[src/hdl/rrg_pkg.sv]
// Package with the constants and round functions of the ranged random generator.
package rrg_pkg;

    localparam int unsigned DATA_W = 64;
    localparam int unsigned HALF_W = DATA_W / 2;

    localparam logic [DATA_W-1:0] MIX_MULT    = 64'h5851_F42D_4C95_7F2D;
    localparam logic [DATA_W-1:0] SHIFT_MASK  = 64'hFFFF_FFFF_8000_0000;
    localparam logic [DATA_W-1:0] SHIFT_XOR   = 64'hB502_6F5A_A966_19E9;
    localparam logic [DATA_W-1:0] TEMPER_SEL  = 64'h0000_38EB_3FFF_F6D3;
    localparam logic [DATA_W-1:0] TEMPER_MASK = 64'hFFFF_FFFF_FFFF_BF77;

    // The mixing rounds run with index 1 through MIX_ROUNDS-1.
    localparam int unsigned MIX_ROUNDS       = 64;
    localparam int unsigned SHIFT_ROUNDS     = 312;
    localparam int unsigned SHIFTS_PER_CYCLE = 4;
    localparam int unsigned SHIFT_CYCLES     = SHIFT_ROUNDS / SHIFTS_PER_CYCLE;
    localparam int unsigned DIV_CYCLES       = DATA_W;

    localparam int unsigned CNT_W = $clog2(SHIFT_CYCLES);
    localparam int unsigned RND_W = $clog2(MIX_ROUNDS);

    // Phases of one mixing round on the shared 32x32 multiplier.
    typedef enum logic [1:0] {
        MIX_LO_LO,
        MIX_LO_HI,
        MIX_HI_LO
    } mix_phase_t;

    // One masked shift-xor round.
    function automatic logic [DATA_W-1:0] shift_round(input logic [DATA_W-1:0] s);
        logic [DATA_W-1:0] t;
        t = (s ^ (s >> 1)) & SHIFT_MASK;
        return t ^ (t >> 1) ^ SHIFT_XOR;
    endfunction

    // The rounds done in one cycle of the shift phase.
    function automatic logic [DATA_W-1:0] shift_group(input logic [DATA_W-1:0] s);
        logic [DATA_W-1:0] t;
        t = s;
        for (int k = 0; k < SHIFTS_PER_CYCLE; k++) begin
            t = shift_round(t);
        end
        return t;
    endfunction

    // Output tempering.
    function automatic logic [DATA_W-1:0] temper(input logic [DATA_W-1:0] s);
        logic [DATA_W-1:0] v;
        logic [DATA_W-1:0] a;
        logic [DATA_W-1:0] p;
        v = (s >> 29) ^ s;
        a = (v & TEMPER_SEL) << 17;
        p = ((a ^ v) & TEMPER_MASK) << 37;
        return p ^ a ^ v ^ (v >> 43);
    endfunction

endpackage

[src/hdl/ranged_random_generator_top.sv]
// Top level of the ranged random generator: sequencer, shared multiplier and divider.
//
//   Channel   Direction  Handshake                    Payload
//   in        request    in_valid / in_stall          lower_bound, upper_bound
//   out       result     out_valid / out_stall        random_value
//   config    write      seed_start_we                seed_start_wdata
//
// A request with lower_bound > upper_bound goes from the accepting edge straight to the
// result step. Any other request runs through the 63 mixing rounds (three passes each
// through one shared 32x32 multiplier), the 312 shift-xor rounds (four per cycle),
// tempering, the one-bit-a-cycle restoring remainder, which a full 64-bit span skips,
// and the result step.
// The block takes no new request until the current one has reached the output
// register; a result waiting under out_stall holds the sequencer in its last step.
// Reset clears the seed, the seed-loaded flag and the configuration register.
module ranged_random_generator_top (
    input  logic        clk,
    input  logic        rst_n,
    input  logic        seed_start_we,
    input  logic [63:0] seed_start_wdata,
    input  logic        in_valid,
    output logic        in_stall,
    input  logic [63:0] lower_bound,
    input  logic [63:0] upper_bound,
    output logic        out_valid,
    input  logic        out_stall,
    output logic [63:0] random_value
);

    localparam int unsigned DW = rrg_pkg::DATA_W;
    localparam int unsigned HW = rrg_pkg::HALF_W;
    localparam int unsigned CW = rrg_pkg::CNT_W;
    localparam int unsigned RW = rrg_pkg::RND_W;

    typedef enum logic [2:0] {
        ST_IDLE,
        ST_MIX,
        ST_SHIFT,
        ST_TEMPER,
        ST_DIVIDE,
        ST_DONE
    } state_t;

    state_t              state_reg, state_next;
    rrg_pkg::mix_phase_t phase_reg, phase_next;
    logic [CW-1:0]       cnt_reg, cnt_next;
    logic [DW-1:0]       seed_start_reg, seed_start_next;
    logic                seed_loaded_reg, seed_loaded_next;
    logic [DW-1:0]       seed_reg, seed_next;
    logic [DW-1:0]       mix_x_reg, mix_x_next;
    logic [DW-1:0]       acc_reg, acc_next;
    logic [DW-1:0]       work_reg, work_next;
    logic [DW-1:0]       rem_reg, rem_next;
    logic [DW-1:0]       lo_reg, lo_next;
    logic [DW-1:0]       span_reg, span_next;
    logic                out_valid_reg, out_valid_next;
    logic [DW-1:0]       random_value_reg, random_value_next;

    logic          in_accept;
    logic [DW-1:0] mix_x;
    logic [HW-1:0] mul_a;
    logic [HW-1:0] mul_b;
    logic [DW-1:0] mul_p;
    logic [DW-1:0] acc_sum;
    logic [DW:0]   trial;
    logic [DW:0]   trial_diff;
    logic [DW-1:0] tempered;
    logic [DW-1:0] span_calc;

    assign in_stall  = (state_reg != ST_IDLE);
    assign in_accept = in_valid && !in_stall;
    assign out_valid    = out_valid_reg;
    assign random_value = random_value_reg;

    // The xor-fold that opens each mixing round is taken straight from the seed
    // in the first phase and kept in mix_x_reg for the other two.
    assign mix_x = seed_reg ^ (seed_reg >> 62);

    // Shared multiplier. The low 64 bits of x * MIX_MULT are
    // xl*ml + ((xl*mh + xh*ml) << 32), so only the low halves of the cross
    // products are needed.
    always_comb
    begin
        unique case (phase_reg)
            rrg_pkg::MIX_LO_LO:
            begin
                mul_a = mix_x[HW-1:0];
                mul_b = rrg_pkg::MIX_MULT[HW-1:0];
            end
            rrg_pkg::MIX_LO_HI:
            begin
                mul_a = mix_x_reg[HW-1:0];
                mul_b = rrg_pkg::MIX_MULT[DW-1:HW];
            end
            rrg_pkg::MIX_HI_LO:
            begin
                mul_a = mix_x_reg[DW-1:HW];
                mul_b = rrg_pkg::MIX_MULT[HW-1:0];
            end
            default:
            begin
                mul_a = mix_x_reg[HW-1:0];
                mul_b = rrg_pkg::MIX_MULT[HW-1:0];
            end
        endcase
    end

    assign mul_p   = DW'(mul_a) * DW'(mul_b);
    assign acc_sum = acc_reg + {mul_p[HW-1:0], {HW{1'b0}}};

    // One restoring step of the remainder: bring in the next dividend bit and
    // subtract the span if it fits.
    assign trial      = {rem_reg, work_reg[DW-1]};
    assign trial_diff = trial - {1'b0, span_reg};

    assign tempered  = rrg_pkg::temper(work_reg);
    assign span_calc = upper_bound - lower_bound + DW'(1);

    always_comb
    begin
        state_next        = state_reg;
        phase_next        = phase_reg;
        cnt_next          = cnt_reg;
        seed_start_next   = seed_start_reg;
        seed_loaded_next  = seed_loaded_reg;
        seed_next         = seed_reg;
        mix_x_next        = mix_x_reg;
        acc_next          = acc_reg;
        work_next         = work_reg;
        rem_next          = rem_reg;
        lo_next           = lo_reg;
        span_next         = span_reg;
        out_valid_next    = out_valid_reg;
        random_value_next = random_value_reg;

        if (seed_start_we)
        begin
            seed_start_next = seed_start_wdata;
        end

        if (out_valid_reg && !out_stall)
        begin
            out_valid_next = 1'b0;
        end

        unique case (state_reg)
            ST_IDLE:
            begin
                if (in_accept)
                begin
                    lo_next   = lower_bound;
                    span_next = span_calc;
                    rem_next  = '0;
                    if (lower_bound > upper_bound)
                    begin
                        state_next = ST_DONE;
                    end
                    else
                    begin
                        if (!seed_loaded_reg)
                        begin
                            seed_next        = seed_start_reg;
                            seed_loaded_next = 1'b1;
                        end
                        phase_next = rrg_pkg::MIX_LO_LO;
                        cnt_next   = CW'(1);
                        state_next = ST_MIX;
                    end
                end
            end

            ST_MIX:
            begin
                unique case (phase_reg)
                    rrg_pkg::MIX_LO_LO:
                    begin
                        mix_x_next = mix_x;
                        acc_next   = mul_p;
                        phase_next = rrg_pkg::MIX_LO_HI;
                    end
                    rrg_pkg::MIX_LO_HI:
                    begin
                        acc_next   = acc_sum;
                        phase_next = rrg_pkg::MIX_HI_LO;
                    end
                    rrg_pkg::MIX_HI_LO:
                    begin
                        seed_next  = acc_sum + DW'(cnt_reg[RW-1:0]);
                        phase_next = rrg_pkg::MIX_LO_LO;
                        if (cnt_reg == CW'(rrg_pkg::MIX_ROUNDS - 1))
                        begin
                            work_next  = acc_sum + DW'(cnt_reg[RW-1:0]);
                            cnt_next   = '0;
                            state_next = ST_SHIFT;
                        end
                        else
                        begin
                            cnt_next = cnt_reg + CW'(1);
                        end
                    end
                    default:
                    begin
                        phase_next = rrg_pkg::MIX_LO_LO;
                    end
                endcase
            end

            ST_SHIFT:
            begin
                work_next = rrg_pkg::shift_group(work_reg);
                if (cnt_reg == CW'(rrg_pkg::SHIFT_CYCLES - 1))
                begin
                    cnt_next   = '0;
                    state_next = ST_TEMPER;
                end
                else
                begin
                    cnt_next = cnt_reg + CW'(1);
                end
            end

            ST_TEMPER:
            begin
                // A span that wrapped to zero covers every value: no reduction.
                if (span_reg == '0)
                begin
                    rem_next   = tempered;
                    state_next = ST_DONE;
                end
                else
                begin
                    work_next  = tempered;
                    rem_next   = '0;
                    cnt_next   = '0;
                    state_next = ST_DIVIDE;
                end
            end

            ST_DIVIDE:
            begin
                if (!trial_diff[DW])
                begin
                    rem_next = trial_diff[DW-1:0];
                end
                else
                begin
                    rem_next = trial[DW-1:0];
                end
                work_next = work_reg << 1;
                if (cnt_reg == CW'(rrg_pkg::DIV_CYCLES - 1))
                begin
                    cnt_next   = '0;
                    state_next = ST_DONE;
                end
                else
                begin
                    cnt_next = cnt_reg + CW'(1);
                end
            end

            ST_DONE:
            begin
                if (!out_valid_reg || !out_stall)
                begin
                    out_valid_next    = 1'b1;
                    random_value_next = lo_reg + rem_reg;
                    state_next        = ST_IDLE;
                end
            end

            default:
            begin
                state_next = ST_IDLE;
            end
        endcase
    end

    always_ff @(posedge clk or negedge rst_n)
    begin
        if (!rst_n)
        begin
            state_reg        <= ST_IDLE;
            phase_reg        <= rrg_pkg::MIX_LO_LO;
            cnt_reg          <= '0;
            seed_start_reg   <= '0;
            seed_loaded_reg  <= 1'b0;
            seed_reg         <= '0;
            mix_x_reg        <= '0;
            acc_reg          <= '0;
            work_reg         <= '0;
            rem_reg          <= '0;
            lo_reg           <= '0;
            span_reg         <= '0;
            out_valid_reg    <= 1'b0;
            random_value_reg <= '0;
        end
        else
        begin
            state_reg        <= state_next;
            phase_reg        <= phase_next;
            cnt_reg          <= cnt_next;
            seed_start_reg   <= seed_start_next;
            seed_loaded_reg  <= seed_loaded_next;
            seed_reg         <= seed_next;
            mix_x_reg        <= mix_x_next;
            acc_reg          <= acc_next;
            work_reg         <= work_next;
            rem_reg          <= rem_next;
            lo_reg           <= lo_next;
            span_reg         <= span_next;
            out_valid_reg    <= out_valid_next;
            random_value_reg <= random_value_next;
        end
    end

    // Inverted bounds go straight to the result step.
    a_inverted_direct: assert property (@(posedge clk) disable iff (!rst_n)
        (in_accept && (lower_bound > upper_bound)) |=> (state_reg == ST_DONE))
        else $error("inverted bounds did not go to the result step");

    // Once loaded, the seed stays loaded until reset.
    a_loaded_sticky: assert property (@(posedge clk) disable iff (!rst_n)
        seed_loaded_reg |=> seed_loaded_reg)
        else $error("seed-loaded flag dropped");

    // The first valid request after reset picks up the configured seed.
    a_seed_load: assert property (@(posedge clk) disable iff (!rst_n)
        (in_accept && !seed_loaded_reg && (lower_bound <= upper_bound))
        |=> (seed_reg == $past(seed_start_reg)))
        else $error("seed was not loaded from the configuration register");

    // The partial remainder always stays below the span.
    a_rem_bound: assert property (@(posedge clk) disable iff (!rst_n)
        (state_reg == ST_DIVIDE) |-> (rem_reg < span_reg))
        else $error("partial remainder reached the span");

    // A new result only appears out of the result step.
    a_out_source: assert property (@(posedge clk) disable iff (!rst_n)
        $rose(out_valid_reg) |-> $past(state_reg == ST_DONE))
        else $error("result shown outside the result step");

endmodule

[config.mk]
export PLATFORM = sky130hd
export DESIGN_NAME = ranged_random_generator_top
export DESIGN_NICKNAME = d
export VERILOG_FILES = /design/src/hdl/rrg_pkg.sv /design/src/hdl/ranged_random_generator_top.sv
export SDC_FILE = /design/constraint.sdc
export NUM_CORES = 2
export LEC_CHECK = 0
export BUFFER_PORTS_ARGS = -buffer_cell sky130_fd_sc_hd__buf_2
export CAP_MARGIN = 5
export CORE_UTILIZATION = 55
export CTS_BUF_LIST = sky130_fd_sc_hd__clkbuf_2
export CTS_CLUSTER_SIZE = 28
export DETAILED_ROUTE_END_ITERATION = 8
export PLACE_DENSITY = 0.8
export SYNTH_ARGS = -nofsm -noshare
export SYNTH_HDL_FRONTEND = slang
export SYNTH_SLANG_ARGS = --single-unit
[constraint.sdc]
create_clock -name clk -period 9.5 [get_ports clk]
set_input_delay 1.9 -clock clk [delete_from_list [all_inputs] [get_ports clk]]
set_output_delay 1.9 -clock clk [all_outputs]
set_load 0.02 [all_outputs]
==> After elaboration in Yosys (flattened, before gate mapping) <==
Cells that the tools add are included.
W data, S select, Z words.
{ "classes": {"n_bitwise": 19, "addsub": 7, "mul": 1, "reduce_logical": 26, "order_cmp": 1, "mux": 39, "n_eq_ne": 18} }
{ "op_table": {"columns": ["op", "n"], "rows": [
  ["$mux W64", 10],
  ["$xor A64 B63 Y64", 9],
  ["$pmux W64 S2", 2],
  ["$pmux W64 S4", 1],
  ["$pmux W64 S3", 1],
  ["$add A64 B64 Y64", 2],
  ["$not A32 Y32", 4],
  ["$sub A65 B64 Y65", 1],
  ["$add A64 B1 Y64 const B", 1],
  ["$add A64 B6 Y64", 1],
  ["$gt A64 B64 Y1", 1],
  ["$logic_not A64 Y1", 1],
  ["$mul A32 B32 Y64", 1],
  ["$pmux W32 S2", 1],
  ["$sub A64 B64 Y64", 1],
  ["$xor A35 B64 Y64", 1],
  ["$xor A64 B2 Y64", 1],
  ["$xor A64 B21 Y64", 1],
  ["$xor A64 B64 Y64", 1],
  ["$mux W7", 6],
  ["$pmux W7 S5", 1],
  ["$mux W29", 1],
  ["$xor A27 B27 Y27", 1],
  ["$mux W3", 7],
  ["other kinds (28)", 54]
]} }
{ "totals": {"ff_bits": 590, "out_inout_bits": 66, "wordCells": 125} }

==> Longest topological paths before layout <==
{ "depth": {"ltp_word": 13, "depth_mapped": 43, "depth_no_buf": 40} }

==> Worst setup path after synthesis <==
No wires, ideal clock.
{ "synth_path": {"path_type": "register to register", "start": "register phase_reg[1]", "end": "register work_reg[61]", "arrival_ps": 9955, "period_less_slack_ps": 10090, "path_stages_with_launch": 39, "path_buffers": 5, "slack_ps": -590, "cell_sequence": "dfrtp_1 clkbuf_1 buf_1 mux2i_1 o21ai_0 inv_1 fa_1 fa_1 inv_1 fa_1 inv_1 fa_1 inv_1 fa_1 fa_1 fa_1 fa_1 ha_1 (+3 left out) a21oi_1 o21ai_0 a41oi_1 xnor2_1 ha_1 clkbuf_1 nand2_1 a21oi_1 nor2_1 a31oi_1 nor2_1 xor2_1 or4_1 buf_4 nor4_4 nand4_1 a21oi_1 o31ai_2"} }
{ "synth_between": {"elab_chain_len": 8, "elab_cells_between_ends": 13} }
{ "synth_rtl": {"columns": ["element", "line_no", "rtl"], "rows": [
  ["from (decl)", "ranged_random_generator_top.sv:45", "rrg_pkg::mix_phase_t phase_reg, phase_next;"],
  ["from (signal assigned)", "ranged_random_generator_top.sv:283", "phase_reg <= rrg_pkg::MIX_LO_LO;"],
  ["from (signal assigned)", "ranged_random_generator_top.sv:300", "phase_reg <= phase_next;"],
  ["$eq A2 B2 Y1, or another cell as far along", "ranged_random_generator_top.sv:84, ranged_random_generator_top.sv:174", null],
  ["$pmux W32 S2 / $mux W29 (equally long branches)", "ranged_random_generator_top.sv:84", "unique case (phase_reg)"],
  ["$mul A32 B32 Y64", "ranged_random_generator_top.sv:108", "assign mul_p = DW'(mul_a) * DW'(mul_b);"],
  ["$add A64 B64 Y64", "ranged_random_generator_top.sv:109", "assign acc_sum = acc_reg + {mul_p[HW-1:0], {HW{1'b0}}};"],
  ["$add A64 B6 Y64", "ranged_random_generator_top.sv:192", "work_next = acc_sum + DW'(cnt_reg[RW-1:0]);"],
  ["$mux W64", "ranged_random_generator_top.sv:190", "if (cnt_reg == CW'(rrg_pkg::MIX_ROUNDS - 1))"],
  ["$mux W64", "ranged_random_generator_top.sv:174", "unique case (phase_reg)"],
  ["$pmux W64 S4", "ranged_random_generator_top.sv:146", "unique case (state_reg)"],
  ["to (signal assigned)", "ranged_random_generator_top.sv:307", "work_reg <= work_next;"],
  ["to (decl)", "ranged_random_generator_top.sv:52", "logic [DW-1:0] work_reg, work_next;"]
]} }
Several ways; a longest one is shown, not always the timed one. The select of a mux whose other input is x is not followed.
A chain may end at the register's enable or synchronous reset.

==> Worst setup path after layout <==
{ "layout_path": {"start": "register phase_reg[0]", "end": "register work_reg[62]"} }
Same word-level chain as after synthesis.

==> report_table.html <==
<table>
<tr><th>Metric</th><th>Value</th></tr>
<tr><th colspan="2">Final layout</th></tr>
<tr><td>Final net count</td><td>9884</td></tr>
<tr><td>Fraction of layout cells with a size suffix above 1</td><td>0.1548</td></tr>
<tr><td>Area overhead of the layout relative to synthesis</td><td>12.78%</td></tr>
<tr><td>Final non-filler cell area</td><td>75460 sq um</td></tr>
<tr><th colspan="2">Clock network</th></tr>
<tr><td>Bufs on Longest Clock Path</td><td>3</td></tr>
<tr><td>Number of H-tree levels</td><td>4</td></tr>
<tr><td>Clock buffers created by TritonCTS</td><td>155</td></tr>
<tr><td>Root buffer selected by CTS</td><td>clkbuf_2</td></tr>
<tr><td>Clock tree from TritonCTS</td><td>built</td></tr>
<tr><td>CTS sink count</td><td>590</td></tr>
<tr><td>Clock insertion delay at the later pin of the skew report</td><td>1.58 ns</td></tr>
<tr><td>Clock edge transition at the registers on the reported setup and hold paths</td><td>0.13 ns</td></tr>
<tr><th colspan="2">Synth</th></tr>
<tr><td>Flip-flop and latch count after synthesis</td><td>590</td></tr>
<tr><td>Top area cells in the synthesized netlist</td><td>dfrtp_1 (22%), fa_1 (17%), ha_1 (15%)</td></tr>
<tr><td>Count of flip-flops with a built-in enable after synthesis</td><td>0</td></tr>
<tr><td>Compound-Gate Fraction of Synth Area</td><td>0.1739</td></tr>
<tr><td>Synth Area in XOR/XNOR</td><td>0.05823</td></tr>
<tr><td>Share of the synthesized area in the top cell type</td><td>0.2207</td></tr>
<tr><td>Portion of netlist area occupied by mux cells</td><td>0.02450</td></tr>
<tr><td>Combinational family with the most area after synthesis</td><td>adder cells</td></tr>
<tr><td>Async S/R FF share, synth</td><td>1.000</td></tr>
<tr><td>Post-synthesis share of cell area spent on full adders, half adders and majority gates</td><td>0.3149</td></tr>
<tr><td>Summed instance area of the synthesized netlist</td><td>66910 sq um</td></tr>
<tr><td>Library cell occupying the most area in the post-synthesis netlist</td><td>dfrtp_1</td></tr>
<tr><td>Most frequently used cell type in the post-synthesis netlist</td><td>inv_1</td></tr>
<tr><td>Most instantiated cells after synthesis</td><td>inv_1 (1010), nand2_1 (942), ha_1 (799)</td></tr>
<tr><td>Most frequently used flop master after synthesis</td><td>dfrtp_1</td></tr>
<tr><td>Number of warnings issued by yosys</td><td>0</td></tr>
<tr><td>Synthesized instance count</td><td>a little under 8000</td></tr>
<tr><td>Count of different cell masters after synthesis</td><td>103</td></tr>
<tr><td>Average footprint of a synthesized cell</td><td>8.641 sq um</td></tr>
<tr><td>Sequential fraction of the synthesis area</td><td>0.2207</td></tr>
<tr><td>Simple logic cell fraction of the synthesized area</td><td>0.1304</td></tr>
<tr><th colspan="2">STA</th></tr>
<tr><td>Max Fclk</td><td>104.0 MHz</td></tr>
<tr><td>Actual slew at the worst max-slew pin</td><td>1.248 ns</td></tr>
<tr><td>Pins over their slew limit</td><td>0</td></tr>
<tr><td>Period utilization</td><td>1.012</td></tr>
<tr><td>Worst clock skew</td><td>0.1095 ns</td></tr>
<tr><td>Time the worst path needs with I/O delays and setup</td><td>9.611 ns</td></tr>
<tr><td>Final number of hold-violating endpoints</td><td>0</td></tr>
<tr><td>RSZ-0062 raised after global routing</td><td>true</td></tr>
<tr><td>Final setup violation count</td><td>8</td></tr>
<tr><td>Setup ws final</td><td>-0.1109 ns</td></tr>
<tr><td>Aggregate negative setup slack</td><td>-0.5720 ns</td></tr>
<tr><td>Normalized max-slew margin</td><td>0.1620</td></tr>
<tr><th colspan="2">Route</th></tr>
<tr><td>DR vias/cell</td><td>5.981</td></tr>
<tr><td>Via count</td><td>60260</td></tr>
<tr><td>DRC violations left</td><td>0</td></tr>
<tr><td>Wire length per cell after detailed routing</td><td>24.28 um</td></tr>
<tr><td>Detailed-routing iteration count for the pre-antenna-repair pass</td><td>6</td></tr>
<tr><td>Drt initial violations</td><td>4853</td></tr>
<tr><td>Routed Wire Length</td><td>244600 um</td></tr>
<tr><td>Post-route ant nets</td><td>0</td></tr>
<tr><th colspan="2">Die</th></tr>
<tr><td>Total die area</td><td>123100 sq um</td></tr>
<tr><td>Placeable core area</td><td>120300 sq um</td></tr>
<tr><td>Die H</td><td>350.8 um</td></tr>
<tr><td>Starting Density</td><td>0.5562</td></tr>
<tr><td>Die Span X</td><td>350.8 um</td></tr>
<tr><td># rows</td><td>127</td></tr>
<tr><td>Number of primary I/O pins</td><td>about 260</td></tr>
<tr><th colspan="2">Worst setup path</th></tr>
<tr><td>Worst Reg-to-Reg Cells</td><td>39</td></tr>
<tr><td>CP bufs+invs</td><td>9</td></tr>
<tr><td>Family with the most delay on the worst path</td><td>adder cells</td></tr>
<tr><td>Data required time at the worst endpoint</td><td>approximately 11 ns</td></tr>
<tr><td>Endpoint of the worst register-to-register path</td><td>work_reg[62]</td></tr>
<tr><td>Slowest stage cell on the critical path</td><td>dfrtp_4</td></tr>
<tr><td>Worst reg-to-reg setup slack</td><td>-0.11 ns</td></tr>
<tr><td>Dominant cell type by count on the critical path</td><td>fa_1</td></tr>
<tr><td>Arrival time of the worst setup path</td><td>11.09 ns</td></tr>
<tr><td>Category of the critical setup timing path</td><td>flop to flop</td></tr>
<tr><td>Crit start category</td><td>flop</td></tr>
<tr><td>Largest stage delay on the critical path</td><td>0.58 ns</td></tr>
<tr><td>Launch instance of the worst register-to-register path</td><td>phase_reg[0]</td></tr>
<tr><td>CP Max Fanout</td><td>7</td></tr>
<tr><td>Critical Path Sink Type</td><td>flop</td></tr>
<tr><th colspan="2">GRT</th></tr>
<tr><td>First-pass GRT wire length</td><td>365600 um</td></tr>
<tr><td>Pin count of the biggest net entering global routing</td><td>160</td></tr>
<tr><td>Vias in the first global route</td><td>around 61000</td></tr>
<tr><td>Initial antenna violation count</td><td>16</td></tr>
<tr><td>Global route overflow</td><td>0</td></tr>
<tr><td>Total global routing track utilization</td><td>0.3977</td></tr>
<tr><th colspan="2">Place</th></tr>
<tr><td>Placer congestion estimate</td><td>1.018</td></tr>
<tr><td>Dpl ws</td><td>-0.2488 ns</td></tr>
<tr><td>Cell area after placement</td><td>72560 sq um</td></tr>
<tr><td>Detailed placer's ending HPWL</td><td>199300 um</td></tr>
<tr><td>Number of input and output port buffers inserted</td><td>262</td></tr>
<tr><th colspan="2">Worst hold path</th></tr>
<tr><td>Worst hold-check path type</td><td>input port to asynchronous set/reset pin</td></tr>
<tr><th colspan="2">Outcome</th></tr>
<tr><td>Violations in the final reports</td><td>setup timing</td></tr>
<tr><td>Run status</td><td>complete, but fails checks</td></tr>
<tr><th colspan="2">Job</th></tr>
<tr><td>Count of maximum capacitance violations</td><td>0</td></tr>
</table>
==> worst max path at each step <==
stage | cells after the start | slack (ns) | start | endpoint
final | 39 | -0.11 | phase_reg[0] | work_reg[62]
after global routing | 38 | -0.36 | phase_reg[1] | work_reg[62]
after CTS | 39 | -0.02 | phase_reg[1] | work_reg[63]
after detailed placement | 41 | -0.25 | seed_reg[62] | work_reg[63]
after global placement | 41 | -0.22 | seed_reg[62] | work_reg[63]
after floorplan | 36 | 0.03 | phase_reg[0] | work_reg[60]
==> layout make-up <==
type                    instances  area [sq um]
multi-input cells            5806         48090
fillers                     10510         44830
flip-flops and latches        590         14770
repair buffers                771          5310
inverters                    1011          3810
well taps                    1612          2017
clock buffers                 212          1061
clock inverters                57         362.8
diodes                         16         40.04
==> cell usage in the layout, fill, tap and decap left out, types with 37 or more instances in the layout <==
| cell type | n |
|---|---|
| o21ai_0 | 571 |
| o21a_1 | 56 |
| xnor2_1 | 272 |
| mux2i_1 | 82 |
| mux2_2 | 70 |
| clkbuf_2 | 212 |
| and2_1 | 39 |
| a31oi_1 | 65 |
| a22oi_1 | 62 |
| a21o_1 | 206 |
| nand2_1 | 928 |
| buf_4 | 483 |
| o211ai_1 | 37 |
| o21bai_1 | 52 |
| and3_1 | 46 |
| a211oi_1 | 37 |
| ha_1 | 777 |
| fa_1 | 544 |
| buf_2 | 261 |
| nor2_1 | 426 |
| dfrtp_1 | 588 |
| nor2b_1 | 42 |
| xor2_1 | 158 |
| nor3_1 | 63 |
| nand3_1 | 86 |
| a221oi_1 | 41 |
| a21oi_1 | 450 |
| inv_1 | 994 |
| nand4_1 | 100 |
==> routing by layer <==
layer | share of wire | track usage | up-vias
li1 | - | - | 27410
met1 | 0.37 | 0.4705 | 29170
met2 | 0.46 | 0.6527 | 2870
met3 | 0.073 | 0.06795 | 805
met4 | 0.089 | 0.2919 | 4
met5 | 0.000098 | 0 | -
==> through the flow <==
| stage | hold slack (ns) | std cells | util |
|---|---|---|---|
| floorplan | 0.4226 | 7772 | - |
| global placement | 0.4326 | 9733 | 0.6032 |
| detailed placement | 0.4452 | 9733 | 0.6032 |
| CTS | 0.2011 | 10000 | 0.6155 |
| global route | 0.2940 | 10070 | 0.6272 |
| finish | 0.3349 | 10080 | 0.6274 |
==> kinds of logic after synthesis <==
| kind of cell | count (synthesis) |
|---|---|
| simple gates | 1945 |
| compound gates | 1879 |
| buf+inv | 1376 |
| fa+ha+maj | 1352 |
| flops | 590 |
| xor+xnor | 444 |
| mux | 155 |
| other cells | 2 |
==> repair_timing <==
| action | CTS | global route |
|---|---|---|
| gates resized for setup | 10 | 198 |
| setup endpoints to repair | 26 | 38 |
| buffers inserted | 2 | 55 |
| hold buffers | 0 | 0 |
| pin swaps | 3 | 71 |
Power is left out: the tool's default activity adds up to more than one toggle a clock period on the data nets, which glitch-free logic cannot reach.
